--- src/rtl/w36alu_pkg.sv ---
package w36alu_pkg;

    localparam int unsigned WordW    = 36;
    localparam int unsigned OpW      = 9;
    localparam int unsigned DivSteps = WordW;
    localparam int unsigned NumStages = DivSteps + 1;

    localparam logic [OpW-1:0] GRP_MASK = 9'o774;
    localparam logic [OpW-1:0] OP_MOVN  = 9'o210;
    localparam logic [OpW-1:0] OP_MOVM  = 9'o214;
    localparam logic [OpW-1:0] OP_IMUL  = 9'o220;
    localparam logic [OpW-1:0] OP_MUL   = 9'o224;
    localparam logic [OpW-1:0] OP_IDIV  = 9'o230;
    localparam logic [OpW-1:0] OP_ADD   = 9'o270;
    localparam logic [OpW-1:0] OP_SUB   = 9'o274;

    localparam logic [WordW-1:0] SIGN_BIT = {1'b1, {(WordW-1){1'b0}}};

    typedef enum logic [1:0] {
        K_PASS = 2'd0,
        K_MUL  = 2'd1,
        K_IMUL = 2'd2,
        K_IDIV = 2'd3
    } kind_t;

    typedef struct packed {
        kind_t            kind;
        logic [WordW-1:0] rh;
        logic [WordW-1:0] rl;
        logic [WordW-1:0] dv;
        logic [WordW-1:0] ex;
        logic             neg;
        logic             an;
        logic             cr0;
        logic             cr1;
        logic             ov;
        logic             tr1;
        logic             nd;
        logic             si;
    } stage_t;

    function automatic logic [WordW-1:0] neg36(input logic [WordW-1:0] v);
        return ~v + WordW'(1);
    endfunction

endpackage

--- src/rtl/w36alu_decode.sv ---
module w36alu_decode (
    input  logic [w36alu_pkg::OpW-1:0]   opcode,
    input  logic [w36alu_pkg::WordW-1:0] operand_a,
    input  logic [w36alu_pkg::WordW-1:0] operand_b,
    output w36alu_pkg::stage_t           st
);

    localparam int unsigned W = w36alu_pkg::WordW;

    logic [w36alu_pkg::OpW-1:0] grp;
    logic [W-1:0]               ma;
    logic [W-1:0]               mb;
    logic [W-1:0]               bb;
    logic                       cin;
    logic [W:0]                 sum;
    logic [W-1:0]               sum_low;

    always_comb
    begin
        grp     = opcode & w36alu_pkg::GRP_MASK;
        ma      = operand_a[W-1] ? w36alu_pkg::neg36(operand_a) : operand_a;
        mb      = operand_b[W-1] ? w36alu_pkg::neg36(operand_b) : operand_b;
        cin     = (grp == w36alu_pkg::OP_SUB);
        bb      = cin ? ~operand_b : operand_b;
        sum     = {1'b0, operand_a} + {1'b0, bb} + {{W{1'b0}}, cin};
        sum_low = {1'b0, operand_a[W-2:0]} + {1'b0, bb[W-2:0]} + {{(W-1){1'b0}}, cin};

        st      = '0;
        st.kind = w36alu_pkg::K_PASS;
        st.rh   = operand_a;

        if (grp == w36alu_pkg::OP_MOVN || (grp == w36alu_pkg::OP_MOVM && operand_a[W-1]))
        begin
            st.cr1 = (operand_a[W-2:0] == '0);
            st.cr0 = (operand_a == '0);
            st.ov  = st.cr0 ^ st.cr1;
            st.tr1 = st.ov || (operand_a == w36alu_pkg::SIGN_BIT);
            st.rh  = w36alu_pkg::neg36(operand_a);
        end
        else if (grp == w36alu_pkg::OP_ADD || grp == w36alu_pkg::OP_SUB)
        begin
            st.cr1 = sum_low[W-1];
            st.cr0 = sum[W];
            st.ov  = st.cr0 ^ st.cr1;
            st.tr1 = st.ov;
            st.rh  = sum[W-1:0];
        end
        else if (grp == w36alu_pkg::OP_IMUL || grp == w36alu_pkg::OP_MUL)
        begin
            st.kind = (grp == w36alu_pkg::OP_MUL) ? w36alu_pkg::K_MUL : w36alu_pkg::K_IMUL;
            st.neg  = operand_a[W-1] ^ operand_b[W-1];
            st.rh   = ma;
            st.rl   = mb;
        end
        else if (grp == w36alu_pkg::OP_IDIV)
        begin
            if (mb == '0 || (operand_a == w36alu_pkg::SIGN_BIT && mb == W'(1)))
            begin
                st.nd = 1'b1;
                st.ov = 1'b1;
                st.tr1 = 1'b1;
                st.si = 1'b1;
            end
            else
            begin
                st.kind = w36alu_pkg::K_IDIV;
                st.an   = operand_a[W-1];
                st.neg  = operand_a[W-1] ^ operand_b[W-1];
                st.rh   = ma;
                st.dv   = mb;
            end
        end
    end

endmodule

--- config.mk ---
export PLATFORM = sky130hd
export DESIGN_NAME = w36alu_decode
export DESIGN_NICKNAME = d
export VERILOG_FILES = /design/src/rtl/w36alu_pkg.sv /design/src/rtl/w36alu_decode.sv
export SDC_FILE = /design/constraint.sdc
export NUM_CORES = 1
export LEC_CHECK = 0
export BUFFER_PORTS_ARGS = -buffer_cell sky130_fd_sc_hd__buf_2
export CAP_MARGIN = 15
export CORE_UTILIZATION = 50
export DETAILED_ROUTE_END_ITERATION = 8
export PLACE_DENSITY = 0.82
export SKIP_LAST_GASP = 1
export SYNTH_ARGS = -nofsm -noshare
export SYNTH_HDL_FRONTEND = slang
export SYNTH_SLANG_ARGS = --single-unit
export TNS_END_PERCENT = 10
--- constraint.sdc ---
create_clock -name vclk -period 13.9
set_input_delay 1.39 -clock vclk [all_inputs]
set_output_delay 1.39 -clock vclk [all_outputs]
set_load 0.02 [all_outputs]
==> results of run 1 <==
-- report_power, final --
group	internal (mW)	switching [mW]	total [mW]
logic	0.0808	0.134	0.215
registers	0	0	0
clock network	0.00000000961	0	0.00000000962
total	0.0808	0.134	0.215
-- per-stage QoR --
step                std cells  setup slack (ns)  util, %
global placement         1196              6.06     58.2
detailed placement       1196              5.98     58.2
floorplan                 951              6.59        -
global route             1197              5.51     58.2
CTS                      1196              5.96     58.2
finish                   1197              5.85     58.2
-- area by class of cell --
cell class                      count  area [um2]  share of cell area, %
Inverter                           16        60.1                  0.904
Timing Repair Buffer              204        1040                   15.6
Antenna cell                        1        2.50                 0.0377
Tap cell                          143         179                   2.69
Multi-Input combinational cell    833        5360                   80.7
-- Yosys cell counts, drive strengths merged (25+ instances only) --
library cell / instances
nor2: 146
nand2: 66
xnor2: 66
buf: 54
clkbuf: 48
a21oi: 45
o21ai: 44
ha: 38
xor2: 37
nor3: 32
nand3: 30
or3: 29
a211oi: 25
-- worst paths after layout --
path,start,endpoint,slack [ns],cells past startpoint
worst min-delay path,operand_a[0],st[116],3.12,3
worst max-delay path,opcode[6],st[2],5.85,17
-- worst max-delay path: cells and delay by family --
family / cells / cell delay (ns)
buffers and inverters: 2 / 0.30
AO/OA/AOI/OAI: 7 / 1.96
AND/OR/NAND/NOR: 6 / 2.15
adder cells (fa/ha/maj): 1 / 0.50
XOR/XNOR: 1 / 0.36
-- logic make-up after synthesis --
| kind of cell | after synthesis |
|---|---|
| multiplexers | 5 |
| buffers and inverters | 118 |
| other | 1 |
| AO/OA/AOI/OAI | 247 |
| adder cells (fa/ha/maj) | 39 |
| AND/OR/NAND/NOR | 403 |
| XOR/XNOR | 103 |
-- metal layers --
metal,vias to the layer above,wire [um],track usage [%]
li1,3599,-,-
met1,3320,8580,43.7
met4,2,444,7.24
met5,-,14,0
met2,359,9050,50.9
met3,39,1650,1.29
==> impl_metrics.tcl, run 1 <==
set metrics [dict create \
    critPathKind "in -> out" \
    critical-path-max-stage-delay_ns 0.62 \
    synth.top_cell.area_share_pct 9.72 \
    regArea_um2 0 \
    hpwl_um 15800 \
    vias 7319 \
    ys_top_cells_by_area "xnor2_1, nor2_1, ha_1, xor2_1, buf_4" \
    die_y_um 110 \
    grt_usage_pct 30.7 \
    finalPower_uw 215 \
    final_cell_mix "buf_2, nor2_1, xnor2_1, nand2_1, a21oi_1" \
    yosys.area_share.simple_pct 34.9 \
    ios 235 \
    synthCells 916 \
    synth-seq-area-share_pct 0 \
    status "finished clean" \
    gr-total-overflow 0 \
    crit_arrival_ns 6.66 \
    stdcell_area_mm2 0.00664 \
    rsz0062_at_grt "no" \
    place_area_mm2 0.00664 \
    final_common_cell "buf_2" \
    yosys_warnings 0 \
    core_area_mm2 0.0114 \
    endpoint_kind "primary output" \
    nets 1175 \
    nClkBuffers 0 \
    syn_to_final_growth_pct 13.5 \
    synthAdderAreaFrac_pct 8.46 \
    grt_antenna_before_repair 2 \
    tightestPinTransition_ns 1.04 \
    hold_viol_final 0 \
    grt_pass1_wl_um 29700 \
    startpoint_type "input pin" \
    setup_violations 0 \
    grt_pass1_vias 5978 \
    synth_top_area_cell "xnor2_1" \
    vias_per_cell 6.11 \
    synthMuxAreaShare_pct 0.876 \
    critPathMaxFanout 35 \
    p_leak_nw 2.93 \
    first_pass_iters 5 \
    fin_tns_setup_ns 0 \
    nFlopsAndLatches 0 \
    drv_cap 0 \
    drive_gt1_share_pct 22.6 \
    cp_slowest_cell "o311ai_0" \
    yosysUniqueCellTypes 82 \
    relSlewSlack_pct 30.0 \
    antenna_left 0 \
    path_cells "buf_2, nor3b_1, and4_1, nand2_2, xnor2_1, fa_1, a211oi_1, nor2_1, o311ai_0, a31oi_1, nor3_1, o211ai_1, a41o_1, nor3_1, a21oi_1, o21ai_0, buf_2" \
    fp-row-count 39 \
    place_congestion 0.951 \
    drt_iter0_markers 609 \
    ir_drop_uv 18.0 \
    cts_hold_buf 0 \
    timing.fmax_ghz 0.124 \
    die_x_um 110 \
    synth-compound-area-share_pct 29.4 \
    start_util_pct 51.3 \
    finalHoldWorstSlack_ns 3.12 \
    cts_setup_buffers 0 \
    synth_top_family_by_area "simple AND/OR/NAND/NOR gates" \
    io_buffers 197 \
    slew_viol_final 0 \
    synth_area_mm2 0.00585 \
    grt_max_degree 62 \
    p_per_area_mw_per_mm2 32.4 \
    dieArea_mm2 0.0121 \
    period_share_pct 57.9 \
    route.detailed.drc 0 \
    syn_avg_cell_area_um2 6.39 \
    hp-class "in -> out" \
    totalWireLength_um 19700 \
    min_period_ns 8.05 \
    synthXorXnorAreaFrac_pct 15.5 \
    wl_per_cell_um 16.5 \
    cp_data_required_time_ns 12.51 \
    cts_resized 0 \
    fillers 1210 \
]
Power figures use the tool's default switching activity.
==> run 2: changes to the inputs <==
==> constraint.sdc (replaced) <==
create_clock -name vclk -period 8.1
set_input_delay 0.81 -clock vclk [all_inputs]
set_output_delay 0.81 -clock vclk [all_outputs]
set_load 0.02 [all_outputs]
==> impl_metrics.tcl, run 2 (same netlist as run 1, synthesis figures left out) <==
set metrics [dict create \
    finalWorstSetupSlack_ns 1.51 \
    nFlopsAndLatches 0 \
    route.detailed.drc 0 \
    setup_violations 0 \
    status "finished clean" \
    ir_drop_uv 30.9 \
    min-delay-start "operand_a[0]" \
    ios 235 \
    gr-total-overflow 0 \
    antenna_left 0 \
    fp-row-count 39 \
    utilization_pct 58.2 \
    totalWireLength_um 19900 \
    tightestPinTransition_ns 1.03 \
    slew_viol_final 0 \
    final_cells 1196 \
    multi_input_area_mm2 0.00536 \
    fin_tns_setup_ns 0 \
    vias 7346 \
    dieArea_mm2 0.0121 \
    drt_iter0_markers 534 \
    critPathKind "in -> out" \
    nClkBuffers 0 \
    startpoint_type "input pin" \
    endpoint_kind "primary output" \
    p_per_area_mw_per_mm2 55.4 \
    relSlewSlack_pct 31.4 \
    period_share_pct 81.3 \
    regArea_um2 0 \
    place_congestion 0.940 \
    vias_per_cell 6.14 \
    antenna_cells 0 \
    critPathMaxFanout 35 \
    hp-class "in -> out" \
    grt_usage_pct 30.9 \
    grt_antenna_before_repair 1 \
    cts_setup_buffers 0 \
    die_x_um 110 \
    syn_to_final_growth_pct 13.4 \
    final_common_cell "buf_2" \
    first_pass_iters 6 \
    drv_cap 0 \
    start_util_pct 51.3 \
    final_cell_mix "buf_2, nor2_1, xnor2_1, nand2_1, a21oi_1" \
    cts_hold_buf 0 \
    crit_arrival_ns 5.78 \
    io_buffers 197 \
    grt_max_degree 62 \
    hold_viol_final 0 \
    nets 1175 \
    finalHoldWorstSlack_ns 1.95 \
    grt_pass1_wl_um 30100 \
    dp_slack_ns 1.53 \
    grt_pass1_vias 6144 \
    cts_resized 0 \
    core_area_mm2 0.0114 \
    hpwl_um 15800 \
    critPathLaunch "opcode[6]" \
    fillers 1171 \
    cp_data_required_time_ns 7.29 \
    rsz0062_at_grt "no" \
    p_leak_nw 2.93 \
    min_period_ns 6.59 \
    timing.fmax_ghz 0.152 \
    dpl.cell_count 1196 \
    wl_per_cell_um 16.6 \
    drive_gt1_share_pct 22.6 \
    die_y_um 110 \
]
==> run 2: area by class of cell <==
| type | instances | area share (%) |
|---|---|---|
| multi-input combinational | 833 | 80.8 |
| inverter | 16 | 0.904 |
| tap | 143 | 2.69 |
| timing repair buffer | 204 | 15.6 |
==> run 2: critical path, cell delays in order <==
cell	delay (ns)
buf_2	0.10
nor3b_1	0.41
and4_1	0.30
nand2_2	0.06
buf_4	0.29
xnor2_1	0.23
fa_1	0.47
a211oi_1	0.26
nor2_1	0.13
o311ai_0	0.59
a31oi_1	0.19
nor3_1	0.65
o211ai_1	0.25
a41o_1	0.31
nor3_1	0.17
a21oi_1	0.07
o21ai_0	0.26
buf_2	0.23
==> run 2: per-layer routing <==
metal | vias to the layer above | GRT usage (%) | wire length, um
met2 | 405 | 51.4 | 9070
met3 | 43 | 2.12 | 1780
met1 | 3312 | 43.0 | 8550
met4 | 0 | 8.08 | 461
met5 | - | 0 | 0
li1 | 3586 | - | -
==> run 2: stage by stage <==
stage,instance area [um2],total power [mW]
2_1_floorplan,5990,0.280
3_3_place_gp,6640,0.359
3_5_place_dp,6640,0.361
4_1_cts,6640,0.363
5_1_grt,6640,0.402
6_report,6640,0.368
==> run 2: worst paths after layout <==
check	end	slack [ns]	cells past startpoint
setup / recovery	st[2]	1.51	18
hold / removal	st[116]	1.95	3
==> run 2: power breakdown <==
part | leakage (nW) | total (mW) | switching, mW | internal, mW
Combinational | 2.93 | 0.368 | 0.229 | 0.139
Clock | 0 | 0 | 0 | 0
Sequential | 0 | 0 | 0 | 0
Total | 2.93 | 0.368 | 0.229 | 0.139
