<file path="src/rtl/w36alu_pkg.sv">
package w36alu_pkg;

    localparam int unsigned WordW    = 36;
    localparam int unsigned OpW      = 9;
    localparam int unsigned DivSteps = WordW;
    localparam int unsigned NumStages = DivSteps + 1;

    localparam logic [OpW-1:0] GRP_MASK = 9'o774;
    localparam logic [OpW-1:0] OP_MOVN  = 9'o210;
    localparam logic [OpW-1:0] OP_MOVM  = 9'o214;
    localparam logic [OpW-1:0] OP_IMUL  = 9'o220;
    localparam logic [OpW-1:0] OP_MUL   = 9'o224;
    localparam logic [OpW-1:0] OP_IDIV  = 9'o230;
    localparam logic [OpW-1:0] OP_ADD   = 9'o270;
    localparam logic [OpW-1:0] OP_SUB   = 9'o274;

    localparam logic [WordW-1:0] SIGN_BIT = {1'b1, {(WordW-1){1'b0}}};

    typedef enum logic [1:0] {
        K_PASS = 2'd0,
        K_MUL  = 2'd1,
        K_IMUL = 2'd2,
        K_IDIV = 2'd3
    } kind_t;

    typedef struct packed {
        kind_t            kind;
        logic [WordW-1:0] rh;
        logic [WordW-1:0] rl;
        logic [WordW-1:0] dv;
        logic [WordW-1:0] ex;
        logic             neg;
        logic             an;
        logic             cr0;
        logic             cr1;
        logic             ov;
        logic             tr1;
        logic             nd;
        logic             si;
    } stage_t;

    function automatic logic [WordW-1:0] neg36(input logic [WordW-1:0] v);
        return ~v + WordW'(1);
    endfunction

endpackage

</file>
<file path="src/rtl/w36alu_stage.sv">
module w36alu_stage #(
    parameter int unsigned STEP = 0
) (
    input  logic               clk,
    input  logic               rst_n,
    input  logic               en,
    input  logic               vld_in,
    input  w36alu_pkg::stage_t st_in,
    output logic               vld_reg,
    output w36alu_pkg::stage_t st_reg
);

    localparam int unsigned W  = w36alu_pkg::WordW;
    localparam int unsigned HW = W / 2;

    w36alu_pkg::stage_t st_next;
    logic [W-1:0]       shifted;
    logic [W:0]         diff;
    logic [2*W-1:0]     prod;
    logic [W-1:0]       hi;
    logic [W-2:0]       lo;
    logic [W-2:0]       nlo;
    logic [W-1:0]       nl;
    logic [W-1:0]       hi_neg;

    always_comb
    begin
        st_next = st_in;
        shifted = {st_in.rl[W-2:0], st_in.rh[W-1]};
        diff    = {1'b0, shifted} - {1'b0, st_in.dv};
        prod    = ((2*W)'(st_in.ex) << W)
                + (((2*W)'(st_in.rl) + (2*W)'(st_in.dv)) << HW)
                + (2*W)'(st_in.rh);
        hi      = st_in.rh;
        lo      = st_in.rl[W-2:0];
        nlo     = ~lo + (W-1)'(1);
        nl      = {1'b0, ~lo} + W'(1);
        hi_neg  = ~hi + {{(W-1){1'b0}}, nl[W-1]};

        if (STEP < w36alu_pkg::DivSteps && st_in.kind == w36alu_pkg::K_IDIV)
        begin
            if (!diff[W])
            begin
                st_next.rl = diff[W-1:0];
                st_next.rh = {st_in.rh[W-2:0], 1'b1};
            end
            else
            begin
                st_next.rl = shifted;
                st_next.rh = {st_in.rh[W-2:0], 1'b0};
            end
        end

        if (STEP == w36alu_pkg::DivSteps && st_in.kind == w36alu_pkg::K_IDIV)
        begin
            st_next.kind = w36alu_pkg::K_PASS;
            st_next.rh   = st_in.neg ? w36alu_pkg::neg36(st_in.rh) : st_in.rh;
            st_next.rl   = st_in.an ? w36alu_pkg::neg36(st_in.rl) : st_in.rl;
        end

        if (st_in.kind == w36alu_pkg::K_MUL || st_in.kind == w36alu_pkg::K_IMUL)
        begin
            if (STEP == 0)
            begin
                // four 18x18 partial products
                st_next.rh = W'(st_in.rh[HW-1:0]) * W'(st_in.rl[HW-1:0]);
                st_next.rl = W'(st_in.rh[W-1:HW]) * W'(st_in.rl[HW-1:0]);
                st_next.dv = W'(st_in.rh[HW-1:0]) * W'(st_in.rl[W-1:HW]);
                st_next.ex = W'(st_in.rh[W-1:HW]) * W'(st_in.rl[W-1:HW]);
            end
            else if (STEP == 1)
            begin
                st_next.rh  = prod[2*W-2:W-1];
                st_next.rl  = {1'b0, prod[W-2:0]};
                st_next.neg = st_in.neg && (prod != '0);
            end
            else if (STEP == 2)
            begin
                st_next.kind = w36alu_pkg::K_PASS;
                if (st_in.kind == w36alu_pkg::K_IMUL)
                begin
                    if (st_in.neg)
                    begin
                        st_next.ov = (hi > W'(1)) || (hi == W'(1) && lo != '0);
                        st_next.rh = {1'b1, nlo};
                    end
                    else
                    begin
                        st_next.ov = (hi != '0);
                        st_next.rh = {1'b0, lo};
                    end
                    st_next.rl = st_next.rh;
                end
                else
                begin
                    st_next.ov = hi[W-1];
                    if (st_in.neg)
                    begin
                        st_next.rh = hi_neg;
                        st_next.rl = {hi_neg[W-1], nl[W-2:0]};
                    end
                    else
                    begin
                        st_next.rh = hi;
                        st_next.rl = {hi[W-1], lo};
                    end
                end
                st_next.tr1 = st_next.ov;
            end
        end
    end

    always_ff @(posedge clk or negedge rst_n)
    begin
        if (!rst_n)
        begin
            vld_reg <= 1'b0;
        end
        else if (en)
        begin
            vld_reg <= vld_in;
        end
    end

    always_ff @(posedge clk)
    begin
        if (en)
        begin
            st_reg <= st_next;
        end
    end

endmodule
</file>
<file path="config.mk">
export PLATFORM = sky130hd
export DESIGN_NAME = w36alu_stage
export DESIGN_NICKNAME = d
export VERILOG_FILES = /design/src/rtl/w36alu_pkg.sv /design/src/rtl/w36alu_stage.sv
export SDC_FILE = /design/constraint.sdc
export NUM_CORES = 2
export LEC_CHECK = 0
export ABC_CLOCK_PERIOD_IN_PS = 800
export BUFFER_PORTS_ARGS = -buffer_cell sky130_fd_sc_hd__buf_2
export CORE_MARGIN = 8
export CORE_UTILIZATION = 57
export DETAILED_ROUTE_END_ITERATION = 8
export GPL_ROUTABILITY_DRIVEN = 0
export GPL_TIMING_DRIVEN = 1
export PLACE_DENSITY = 0.85
export SYNTH_ARGS = -nofsm -noshare
export SYNTH_HDL_FRONTEND = slang
export SYNTH_SLANG_ARGS = --single-unit
</file>
<file path="constraint.sdc">
create_clock -name clk -period 0.8 [get_ports clk]
set_clock_uncertainty 0.05 [all_clocks]
set_input_delay 0.16 -clock clk [delete_from_list [all_inputs] [get_ports clk]]
set_output_delay 0.16 -clock clk [all_outputs]
set_load 0.05 [all_outputs]
</file>
==> out/qor.txt, run 1 <==
Status - did not finish
Failed at - 5_1_grt
Stop Error - [ERROR GRT-0232] Routing congestion too high. Check the congestion heatmap in the GUI.
Post-synthesis sequential area ratio - 9.04%
Syn. warnings - 0
Library cells used by synthesis - 71
Die X - 316 um
Num ports - 313
Die H - 316 um
Worst endpoint type - register data pin
Worst endpoint after global-route timing repair - st_reg[69]$_DFFE_PP_/D
Sink Count - 155
Clock Path Buffers - 2
Post-synth top flop - edfxtp_1
Pin count of the biggest net entering global routing - 29
Root buffer cell - clkbuf_16
Post-synthesis average cell area - 8.82 um2
Initial Utilization - 57.3%
Synth top area cells - fa_1 40%, ha_1 12%, inv_1 9.3%
Post-Syn Nets - 7,491
Ys async rst share - 0.645%
Post-synth EDFFs - 154
CTS H-Tree Depth - 4
#FFs+latches synth - 155
Mapped Area - 0.0514 mm2
Synth Instances - 5,831
Port bufs - 312
Largest area contributor in the netlist - fa_1
FP Rows - 110
Top-area cell type share of the netlist area - 39.9%
Global route overflow - 1,028
Total track usage - 77.7%
Post-DP HPWL - 142,000 um
TritonCTS buffer count - 17
[kinds of logic after synthesis]
logic type | synth area share (%)
compound gates | 7.13
fa+ha+maj | 51.5
buf+inv | 12.0
simple gates | 16.1
flops | 9.04
mux | 2.01
xor+xnor | 2.32
[timing repair]
| item | CTS |
|---|---|
| cloned | 17 |
| setup endpoints to repair | 300 |
| buffers inserted | 142 |
| pin swaps | 382 |
| hold buffers | 58 |
| gates resized for setup | 1173 |
| hold endpoints to repair | 73 |
[synth_stat cells (5+ instances only)]
cell	instances
o21a_1	30
o21ai_0	150
and4_1	5
nand3_1	38
nor4_1	6
xnor2_1	86
a31o_2	9
a31oi_1	22
nand2_1	897
nor2_1	119
or2_2	5
and3_1	14
nand4_1	13
and2_1	546
inv_1	1278
a41o_1	5
a21boi_0	6
nor3_1	37
o211ai_1	17
a211oi_1	31
nand2b_1	15
fa_1	1025
ha_1	477
a21o_1	66
mux2i_1	60
edfxtp_1	154
clkbuf_1	339
nor2b_1	24
or3_1	9
a211o_1	20
mux2_2	37
buf_1	9
o31ai_1	13
o21bai_1	14
a21oi_1	137
xor2_1	50
[metal layers]
metal / overflow / GRT usage, %
met3: 68 / 73.2
met2: 549 / 87.4
met4: 301 / 75.5
met5: 9 / 57.1
met1: 101 / 74.8
[metrics by stage]
| stage | area, um2 | hold slack (ps) | setup TNS, ps | instances | setup WS (ps) |
|---|---|---|---|---|---|
| floorplan | 55300 | -186 | -550430 | 5831 | -5160 |
| global placement | 62100 | -116 | -691560 | 7866 | -5770 |
| detailed placement | 62100 | -113 | -703920 | 7866 | -6040 |
| CTS | 69300 | -148 | -628630 | 8098 | -5000 |
==> run 2: changes to the inputs <==
--- a/config.mk
+++ b/config.mk
@@ -8,11 +8,11 @@
 export ABC_CLOCK_PERIOD_IN_PS = 800
 export BUFFER_PORTS_ARGS = -buffer_cell sky130_fd_sc_hd__buf_2
 export CORE_MARGIN = 8
-export CORE_UTILIZATION = 57
+export CORE_UTILIZATION = 40
 export DETAILED_ROUTE_END_ITERATION = 8
 export GPL_ROUTABILITY_DRIVEN = 0
 export GPL_TIMING_DRIVEN = 1
-export PLACE_DENSITY = 0.85
+export PLACE_DENSITY_LB_ADDON = 0.15
 export SYNTH_ARGS = -nofsm -noshare
 export SYNTH_HDL_FRONTEND = slang
 export SYNTH_SLANG_ARGS = --single-unit
==> run 2 against run 1 <==
  * The flow now finishes, with violations (setup timing)
  * Synthesized area stayed put
  * Synthesized cell count stayed put
==> out/qor.txt, run 2 <==
Routed Antenna Nets - 0
Slew headroom - 59.8%
Ys async rst share - 0.645% (unchanged)
Final WS setup - -4940 ps
Max Cap Viol - 0
Port bufs - 312 (unchanged)
WS Path Type - in2reg
Final core occ - 54.2%
Slew @ Worst Pin - 588 ps
Routed met3 length - 13,700 um
Mapped Area - 0.0514 mm2 (unchanged)
Library cells used by synthesis - 71 (unchanged)
DRT Pass-1 Iters - 5
Drt wl/cell - 20.7 um
Max Slew Vio Count - 0
Pin count of the biggest net entering global routing - 43
Antenna violations before repair - 5
Core ar. - 0.128 mm2
CTS H-Tree Depth - 4 (unchanged)
Total track usage - 25.6%
Period utilization - 717%
DR vias/cell - 5.04
Met2 Routed Length - 79,200 um
WP data arrival - 5990 ps
Final wirelength - 179,000 um
Synth top area cells - fa_1 40%, ha_1 12%, inv_1 9.3% (unchanged)
Post-Syn Nets - 7,491 (unchanged)
Sink Count - 155 (unchanged)
Share of layout cells above drive strength 1 - 30.2%
Global route overflow - 0
Multi-input logic area - 0.0439 mm2
Max Fanout on Critical Path - 6
Clock Path Buffers - 2 (unchanged)
Post-synthesis sequential area ratio - 9.04% (unchanged)
Root buffer cell - clkbuf_16 (unchanged)
Synth Instances - 5,831 (unchanged)
Top post-synthesis cells by count - 1,278 x inv_1, 1,025 x fa_1, 897 x nand2_1 (unchanged)
Syn. warnings - 0 (unchanged)
CTS tree - done
Residual DRC count - 0
Worst-path clk slew - 80 ps
Min Clock Period, post-route - 5740 ps
Status - finished, violations left (was did not finish)
Post-synth EDFFs - 154 (unchanged)
Die X - 375 um (was 316 um)
Count leader, synth - inv_1 (unchanged)
Post-synth top flop - edfxtp_1 (unchanged)
Clock Latency Late Sink - 560 ps
Endpoints failing setup - 302
Vias in the first global route - 46,800
NumNets Final - 8,629
CP endpoint kind - register
Post-synthesis average cell area - 8.82 um2 (unchanged)
WP data required - 1050 ps
Die ar. - 0.140 mm2
FP Rows - 131 (was 110)
#FFs+latches synth - 155 (unchanged)
Sequential Area - 0.00465 mm2
Violated checks - setup timing
Final Hold Viols - 0
Die H - 375 um (was 316 um)
Wire length on met1 - 81,000 um
First-pass GRT wire length - 277,000 um
Largest area contributor in the netlist - fa_1 (unchanged)
Number of flip-flops in the largest register - 154
Leading cell type in the layout, fill and taps excluded - inv_1
Most frequent cells in the layout - 1,188 x inv_1, 955 x fa_1, 914 x buf_4
Min Hold Slack - 17.5 ps
Vias - 43,600
TritonCTS buffer count - 17 (unchanged)
Fillers - 11,600
Post-DP HPWL - 150,000 um (was 142,000 um)
Initial Utilization - 40.3% (was 57.3%)
Min-Delay Path Class - in2reg
Peak Freq - 0.174 GHz
Unrepaired setup endpoints after global routing - true
CP Launch Type - input pin
Top-area cell type share of the netlist area - 39.9% (unchanged)
Top Metal Used - met5
Num ports - 313 (unchanged)
1st-iter DRT viols - 2,960
Area grow syn2layout - 34.3%
## run 2: cell counts after synthesis
Identical to the previous run, type by type.
## run 2: cell type report
class	instances	area share [%]
multi-input combinational	4045	63.5
timing repair buffer	1472	18.9
inverter	1278	6.96
sequential	155	6.73
tap	1662	3.01
clock buffer	17	0.616
clock inverter	15	0.243
antenna	5	0.0181
## run 2: kinds of logic (layout without fill, tap and decap cells)
family	count (synthesis)	in the layout	share of synthesized area, %
AOI/OAI and AO/OA	572	572	7.13
xor gates and xnor gates	136	136	2.32
adders and majority gates	1502	1502	51.5
buffers and inverters	1631	2782	12.0
DFF	155	155	9.04
muxes	98	98	2.01
other	0	5	0
and+or+nand+nor	1737	1737	16.1
## run 2: worst paths after layout
check / depth (start not counted) / startpoint / slack (ps) / to
setup reg to reg: 1 / vld_reg / -10 / vld_reg
hold reg to reg: 1 / vld_reg / 470 / vld_reg
max in group asynchronous: 3 / rst_n / 220 / vld_reg
setup / recovery: 24 / st_in[140] / -4940 / st_reg[114]
min in group asynchronous: 3 / rst_n / 370 / vld_reg
hold / removal: 3 / st_in[67] / 20 / st_reg[67]
## run 2: stage by stage
stage	cells	setup TNS, ps	cell area (um2)	worst slack (ps)
2_1_floorplan	5831	-550430	55300	-5160
5_1_grt	8644	-659110	69100	-5050
3_5_place_dp	8458	-697200	64100	-5710
4_1_cts	8602	-638220	67300	-4840
6_report	8649	-634160	69100	-4940
3_3_place_gp	8458	-695870	64100	-5700
## run 2: what timing repair did
item | CTS | global route
buffers inserted | 44 | 52
hold buffers | 67 | 0
gates resized for setup | 402 | 361
cloned | 4 | 5
pin swaps | 157 | 229
endpoints found under the setup margin | 300 | 302
endpoints found under the hold margin | 67 | 0
## run 2: metal layers
metal | up-vias | GRT usage (%)
li1 | 19900 | -
met1 | 22000 | 36.5
met2 | 1400 | 39.7
met3 | 202 | 4.97
met4 | 4 | 6.70
met5 | - | 0
## run 2: critical path, cell delays in order
cell      delay, ps
buf_12          120
buf_12          150
buf_8           130
and2_4          150
fa_1            520
inv_2            50
fa_2            360
fa_1            550
inv_2            40
fa_2            500
fa_1            540
inv_2            40
fa_1            530
inv_2            50
ha_4            280
and3_4          190
nand3_2          50
o211ai_1        320
a41oi_2         220
o211ai_1        280
o211ai_1        200
o21ai_1         210
xor2_1          100
a21o_1          200
Power of run 2 is left out: the tool's default activity adds up to more than one toggle a clock period on the data nets, which glitch-free logic cannot reach.
